## src/design/saa_pkg.sv

```systemverilog
// Shared types, constants and codes of the shelf atlas allocator.
package saa_pkg;

   // Atlas geometry and shelf table size.
   localparam int ATLAS_SIZE  = 1024;
   localparam int MAX_SHELVES = 256;

   // Derived widths.
   localparam int POS_W   = $clog2(ATLAS_SIZE);
   localparam int COORD_W = POS_W + 1;
   localparam int SUM_W   = POS_W + 2;
   localparam int IDX_W   = $clog2(MAX_SHELVES);
   localparam int CNT_W   = IDX_W + 1;
   localparam int GEN_W   = 32;
   localparam int PAD_W   = 4;
   localparam int STAT_W  = 2;

   localparam logic [PAD_W-1:0]   PAD_RESET   = PAD_W'(2);
   localparam logic [SUM_W-1:0]   ATLAS_SUM   = SUM_W'(ATLAS_SIZE);
   localparam logic [COORD_W-1:0] ATLAS_COORD = COORD_W'(ATLAS_SIZE);
   localparam logic [CNT_W-1:0]   MAX_COUNT   = CNT_W'(MAX_SHELVES);

   // Item kinds.
   localparam logic KIND_ALLOC = 1'b0;
   localparam logic KIND_CLEAR = 1'b1;

   // Result status codes.
   typedef enum logic [STAT_W-1:0] {
      STATUS_PLACED      = 2'd0,
      STATUS_PLACED_WRAP = 2'd1,
      STATUS_REJECTED    = 2'd2,
      STATUS_CLEARED     = 2'd3
   } status_type;

   // One shelf table entry.
   typedef struct packed {
      logic [COORD_W-1:0] top;
      logic [COORD_W-1:0] fill_x;
      logic [COORD_W-1:0] row_height;
   } shelf_type;

   localparam int SHELF_W = $bits(shelf_type);

   // Controller states.
   typedef enum logic [1:0] {
      ST_IDLE,
      ST_CHECK,
      ST_SCAN,
      ST_PLACE
   } state_type;

   // Commands from the controller to the datapath.
   typedef struct packed {
      logic load;
      logic finish_check;
      logic scan;
      logic place;
   } dp_cmd_type;

   // Status from the datapath to the controller.
   typedef struct packed {
      logic is_clear;
      logic too_big;
      logic no_shelves;
      logic scan_last;
   } dp_status_type;

endpackage

```

## src/design/saa_ctrl.sv

```systemverilog
// Controller state machine of the shelf atlas allocator.
module saa_ctrl (
   input  logic                   clock,
   input  logic                   reset,
   input  logic                   start,
   output logic                   busy,
   input  saa_pkg::dp_status_type stat,
   output saa_pkg::dp_cmd_type    cmd
);

   saa_pkg::state_type state_ff, state_in;

   // State register.
   always_ff @(posedge clock) begin
      if (reset) begin
         state_ff <= saa_pkg::ST_IDLE;
      end else begin
         state_ff <= state_in;
      end
   end

   // Next state.
   always_comb begin
      state_in = state_ff;
      unique case (state_ff)
         saa_pkg::ST_IDLE: begin
            if (start) begin
               state_in = saa_pkg::ST_CHECK;
            end
         end
         saa_pkg::ST_CHECK: begin
            if (stat.is_clear || stat.too_big) begin
               state_in = saa_pkg::ST_IDLE;
            end else if (stat.no_shelves) begin
               state_in = saa_pkg::ST_PLACE;
            end else begin
               state_in = saa_pkg::ST_SCAN;
            end
         end
         saa_pkg::ST_SCAN: begin
            if (stat.scan_last) begin
               state_in = saa_pkg::ST_PLACE;
            end
         end
         saa_pkg::ST_PLACE: begin
            state_in = saa_pkg::ST_IDLE;
         end
         default: begin
            state_in = saa_pkg::ST_IDLE;
         end
      endcase
   end

   // Outputs.
   always_comb begin
      busy             = 1'b1;
      cmd.load         = 1'b0;
      cmd.finish_check = 1'b0;
      cmd.scan         = 1'b0;
      cmd.place        = 1'b0;
      unique case (state_ff)
         saa_pkg::ST_IDLE: begin
            busy     = 1'b0;
            cmd.load = start;
         end
         saa_pkg::ST_CHECK: begin
            cmd.finish_check = stat.is_clear || stat.too_big;
         end
         saa_pkg::ST_SCAN: begin
            cmd.scan = 1'b1;
         end
         saa_pkg::ST_PLACE: begin
            cmd.place = 1'b1;
         end
         default: begin
            busy = 1'b1;
         end
      endcase
   end

endmodule

```

## config.mk

```make
export PLATFORM = sky130hd
export DESIGN_NAME = saa_ctrl
export DESIGN_NICKNAME = d
export VERILOG_FILES = /design/src/design/saa_pkg.sv /design/src/design/saa_ctrl.sv
export SDC_FILE = /design/constraint.sdc
export NUM_CORES = 1
export LEC_CHECK = 0
export ABC_AREA = 1
export BUFFER_PORTS_ARGS = -buffer_cell sky130_fd_sc_hd__buf_4
export CAP_MARGIN = 30
export CORE_AREA = 2 2 39 41
export DETAILED_ROUTE_END_ITERATION = 6
export DIE_AREA = 0 0 41 43
export HOLD_SLACK_MARGIN = 0.02
export PLACE_DENSITY = 0.3
export SYNTH_ARGS = -nofsm -noshare
export SYNTH_HDL_FRONTEND = slang
export SYNTH_SLANG_ARGS = --single-unit
```

## constraint.sdc

```tcl
create_clock -name clock -period 0.8 [get_ports clock]
set_input_delay 0.08 -clock clock [delete_from_list [all_inputs] [get_ports clock]]
set_output_delay 0.08 -clock clock [all_outputs]
set_load 0.02 [all_outputs]
```

==> reports/metrics.json, run 1 <==
{
  "final-seq-area_sq_um": 47.55,
  "drt_first_pass_iters": 4,
  "finalSetupViolations": 5,
  "worst_setup_hold_path_clk_slew_ns": 0.03,
  "drt_wl_total_um": 443,
  "initial_core_utilization": 0.09584,
  "vias": 191,
  "crit_path_top_cell_by_count": "nor2_4",
  "dr_iter_0_viols": 4,
  "final_antenna_net_count": 0,
  "max_freq_mhz": 987.6,
  "hpwl_um": 346.4,
  "post_cts_buffers": 0,
  "final.setup.tns_ns": -0.8738,
  "worst_ir_drop_vdd_uv": 446.1,
  "grt_start_max_net_pins": 6,
  "tritoncts": "done",
  "critPathTopFamily": "flip-flops",
  "critPathBufInv": 2,
  "avgSynthCellArea_sq_um": 5.526,
  "seq_power_share": 0.246,
  "path_class": "reg2out",
  "n_antenna_cell": 0,
  "p_clk_frac": 0.457,
  "tightestPinTransition_ns": 0.2185,
  "relSlewSlack": 0.8538,
  "routed_wire_length_per_instance_um": 8.055,
  "fin_worst_skew_ns": 0.005512,
  "run_status": "finished, violations left",
  "post_synth_instance_area_sq_um": 132.6,
  "layout.core_utilization": 0.2215,
  "final.period_utilization": 1.266,
  "end_kind": "output port",
  "h-tree-depth": 1,
  "critPathRequiredTime_ns": 0.72,
  "final_common_cell": "buf_4",
  "clk_latency_ns": 0.23,
  "drive_gt1_frac": 0.5897,
  "pwr_density_cell_nw_per_um2": 1604,
  "path_cells": "nor2_4 -> inv_2 -> nor2_4 -> buf_6",
  "yosys_warns": 0,
  "detail_route.drc_violations": 0,
  "crit_slowest_cell": "dfxtp_4",
  "min_period_ns": 1.013,
  "max-clock-path-buffers": 2,
  "root_buffer": "clkbuf_4",
  "ys_seq_elements": 2,
  "routed_via_density": 3.473,
  "final_max_slew_viol_count": 0,
  "gpl.final_weighted_congestion": 0.7148,
  "multi_input_area_sq_um": 90.09,
  "timing_hold_violations_final": 0,
  "netlist-cell-type-count": 8,
  "postSynthNetCount": 31,
  "grt_antenna_before_repair": 0,
  "die_area_sq_um": 1763,
  "groute.usage.overall": 0.06607,
  "worstPathMaxFanout": 5,
  "core_area_sq_um": 1384,
  "worst_path_largest_cell_delay_ns": 0.36,
  "synthCells": 24,
  "arrival_ns": 0.93,
  "pin_count": 12,
  "count_of_buffers_inserted_at_the_top_level_ports": 11,
  "clock-sinks": 2,
  "cellInternalPower_uw": 348.2,
  "global_route_wire_length_before_repair_um": 717,
  "power.share.switching": 0.2917,
  "net-switching-power_uw": 143.4,
  "globalRouteOverflowTotal": 0,
  "max-cap-violations": 0,
  "chipWidth_um": 41,
  "placement_rows": 14,
  "preCtsSetupSlack_ns": -0.06230,
  "fill_cells": 163,
  "area_growth_pct": 131.1,
  "rsz0062_at_grt": "yes",
  "cts_buffer_count": 3,
  "critical_path.startpoint_type": "flip-flop",
  "hp-class": "in2reg",
  "layout.cells.most_common_list": "8 x buf_4, 4 x nand2_1, 4 x nor2_1",
  "power.combinational.fraction": 0.297,
  "design.final.nets": 48,
  "seq_area_frac_synth": 0.3019,
  "fin_ws_ns": -0.2126,
  "leakagePower_uw": 0.0001561,
  "via_count_of_the_first_global_routing_pass": 194,
  "die_span_in_y_um": 43,
  "violations_in_the_final_reports": "setup timing"
}
-- worst paths after layout --
kind               start          end  slack, ns  depth (start not counted)
max reg2reg    flip-flop  state_ff[0]       0.03                          5
min                reset  state_ff[0]       0.11                          3
max          state_ff[0]       cmd[3]      -0.21                          4
min reg2reg  state_ff[0]    flip-flop       0.54                          2
-- tightest hold or removal path: cells and delay by family --
family                 cells  cell delay, ns
AND/OR/NAND/NOR            2            0.13
buffers and inverters      1            0.08
-- cells in the mapped netlist --
cell type | count | area [sq um]
nand3b_1 | 2 | 15.01
nand3_1 | 1 | 5.000
nand2_1 | 5 | 18.77
inv_1 | 5 | 18.77
nor2_1 | 7 | 26.28
a21oi_1 | 1 | 5.000
dfxtp_1 | 2 | 40.04
inv_2 | 1 | 3.750
-- through the flow --
step | power (uW) | std cells | instance area [sq um] | hold WS (ns)
after floorplan | 189.0 | 24 | 142.6 | 0.1491
after global placement | 247.7 | 51 | 245.2 | 0.2450
after detailed placement | 248.1 | 51 | 245.2 | 0.2471
after CTS | 501.0 | 55 | 294.0 | 0.1077
after global routing | 532.2 | 55 | 306.5 | 0.1297
final | 491.6 | 55 | 306.5 | 0.1142
-- power by group through the flow --
stage               combinational (uW)  sequential, uW  clock (uW)
global placement                   130             118           0
global route                       161             123         249
finish                             146             121         225
CTS                                142             120         239
floorplan                         72.6             116           0
detailed placement                 130             118           0
-- cell type report --
type                    count  area share
flip-flops and latches      2      0.1551
repair buffers             12      0.3388
clock buffers               3     0.07347
well taps                  16     0.06531
multi-input cells          16      0.2939
inverters                   6     0.07347
-- metal layers --
metal | share of wire | up-vias | global-route usage | wire length (um)
met5 | 0 | - | 0 | 0
met4 | 0 | 0 | 0.08000 | 0
met3 | 0.18 | 0 | 0.04188 | 80
met2 | 0.42 | 12 | 0.07500 | 188
met1 | 0.40 | 77 | 0.07006 | 175
li1 | - | 102 | - | -
-- cells by family (layout without fill, tap and decap cells) --
logic type / count (synthesis) / count (layout) / share of synthesized area
simple gates: 15 / 15 / 0.4905
flops: 2 / 2 / 0.3019
compound gates: 1 / 1 / 0.03770
buf+inv: 6 / 21 / 0.1698
-- repair_timing --
| item | 4_1_cts | 5_1_grt |
|---|---|---|
| setup endpoints to repair | 6 | 6 |
| hold buffers | 1 | 0 |
| gates cloned | 0 | 0 |
| hold endpoints to repair | 1 | 0 |
| resized for setup | 6 | 5 |
| pin swaps | 2 | 1 |
(Power assumes the default switching activity.)
==> run 2: changes to the inputs <==
- clock period: 0.8 -> 1.2 ns (I/O delays scaled with it)
==> run 2 against run 1 <==
The run now ends clean; register-to-register slack better by 0.33 ns; routed wire length down 13%; critical path depth unchanged; largest power group unchanged; first-iteration DRC count up 50%; combinational power down 47%; clock-buffer cell count unchanged; clock skew down 0.0048 ns; clock power down 33%; utilization down 3.3 points; flip-flop and latch count unchanged; sequential share of layout area down 0.13 points.
==> reports/metrics.json, run 2 (same netlist as run 1, synthesis figures left out) <==
{
  "die_span_in_y_um": 43,
  "globalRouteOverflowTotal": 0,
  "layout.cells.non_filler": 54,
  "area_growth_pct": 96.23,
  "pin_count": 12,
  "worst-r2r-cell-count": 5,
  "clock-sinks": 2,
  "n_antenna_cell": 0,
  "post_cts_buffers": 0,
  "vias": 177,
  "critical_path.startpoint_type": "flip-flop",
  "timing_hold_violations_final": 0,
  "tritoncts": "done",
  "final_common_cell": "buf_4",
  "h-tree-depth": 1,
  "max-cap-violations": 0,
  "max-clock-path-buffers": 2,
  "dpl-instance-area_sq_um": 235.2,
  "worst_ir_drop_vdd_uv": 219.9,
  "finalSetupViolations": 0,
  "final_antenna_net_count": 0,
  "placement_rows": 14,
  "path_class": "reg2out",
  "worstPathMaxFanout": 5,
  "leakagePower_uw": 0.0001475,
  "max_freq_mhz": 905.0,
  "worstHoldPathCells": 2,
  "hold_fix_buffer_count_after_cts": 0,
  "drt_first_pass_iters": 4,
  "end_kind": "output port",
  "routed_wire_length_per_instance_um": 7.111,
  "routed_via_density": 3.278,
  "post_cts_resized": 0,
  "core_area_sq_um": 1384,
  "fin_worst_skew_ns": 0.0007124,
  "groute.usage.overall": 0.06212,
  "layout.core_utilization": 0.1881,
  "initial_core_utilization": 0.09584,
  "run_status": "finished, final reports clean",
  "drive_gt1_frac": 0.4211,
  "design.final.nets": 47,
  "global_route_wire_length_before_repair_um": 655,
  "cts_buffer_count": 3,
  "detail_route.drc_violations": 0,
  "dpl.cell_count": 51,
  "final.period_utilization": 0.9208,
  "via_count_of_the_first_global_routing_pass": 183,
  "arrival_ns": 0.99,
  "count_of_buffers_inserted_at_the_top_level_ports": 11,
  "gpl.final_weighted_congestion": 0.6455,
  "drt_wl_total_um": 384,
  "pwr_density_cell_nw_per_um2": 1179,
  "root_buffer": "clkbuf_4",
  "tightestPinTransition_ns": 0.1947,
  "grt_antenna_before_repair": 0,
  "worst_setup_hold_path_clk_slew_ns": 0.03,
  "dr_iter_0_viols": 6,
  "chipWidth_um": 41,
  "layout.cells.most_common_list": "11 x buf_4, 6 x nor2_1, 5 x nand2_1, 5 x inv_1, 3 x clkbuf_4",
  "grt_start_max_net_pins": 6,
  "die_area_sq_um": 1763,
  "critPathRequiredTime_ns": 1.08,
  "min_period_ns": 1.105,
  "hp-class": "in2reg",
  "final.setup.tns_ns": 0,
  "clk_latency_ns": 0.22,
  "fill_cells": 171,
  "hpwl_um": 304.4,
  "relSlewSlack": 0.8700,
  "rsz0062_at_grt": "no",
  "final_max_slew_viol_count": 0,
  "fin_area_sq_um": 260.3
}
[run 2: changes by cell type in the layout (fill, tap and decap cells not counted), sizes merged]
cell and delta:
dlygate4sd3 -1
[run 2: layout make-up]
| type | instances | area, sq um | share of cell area |
|---|---|---|---|
| flip-flops and latches | 2 | 40.04 | 0.1538 |
| inverters | 6 | 22.52 | 0.08654 |
| clock buffers | 3 | 22.52 | 0.08654 |
| multi-input cells | 16 | 72.57 | 0.2788 |
| well taps | 16 | 20.02 | 0.07692 |
| repair buffers | 11 | 82.58 | 0.3173 |
[run 2: per-stage QoR]
step / worst slack (ns) / hold slack [ns] / power (uW)
2_1_floorplan: 0.2015 / 0.1891 / 118.8
3_3_place_gp: 0.3217 / 0.2903 / 157.1
3_5_place_dp: 0.3046 / 0.2881 / 157.1
4_1_cts: 0.05320 / 0.04568 / 316.4
5_1_grt: 0.0005758 / 0.05288 / 335.8
6_report: 0.09498 / 0.05669 / 306.7
[run 2: final timing paths]
kind	to	slack (ns)	from
worst max register to register	state_ff[0]	0.36	flip-flop
worst max-delay path	cmd[2]	0.09	flip-flop
worst min-delay path	flip-flop	0.06	reset
worst min register to register	flip-flop	0.55	state_ff[0]
[run 2: worst max-delay path, cell delays in order, from the launching register on]
cell and delay [ns]:
dfxtp_1 0.41, inv_1 0.08, nand2_1 0.08, nor2_1 0.04
buf_4 0.15
[run 2: per-layer routing]
layer,up-vias,track usage,share of wire
li1,98,-,-
met4,0,0.08000,0
met3,0,0.04712,0.083
met2,7,0.07500,0.47
met5,-,0,0
met1,72,0.05431,0.44
[run 2: power by group]
group / internal (uW) / switching [uW] / leakage [uW]
Combinational: 38.7 / 39.4 / 0.000117
Sequential: 71.9 / 7.13 / 0.0000164
Clock: 110 / 39.2 / 0.0000138
Total: 221 / 85.8 / 0.000147
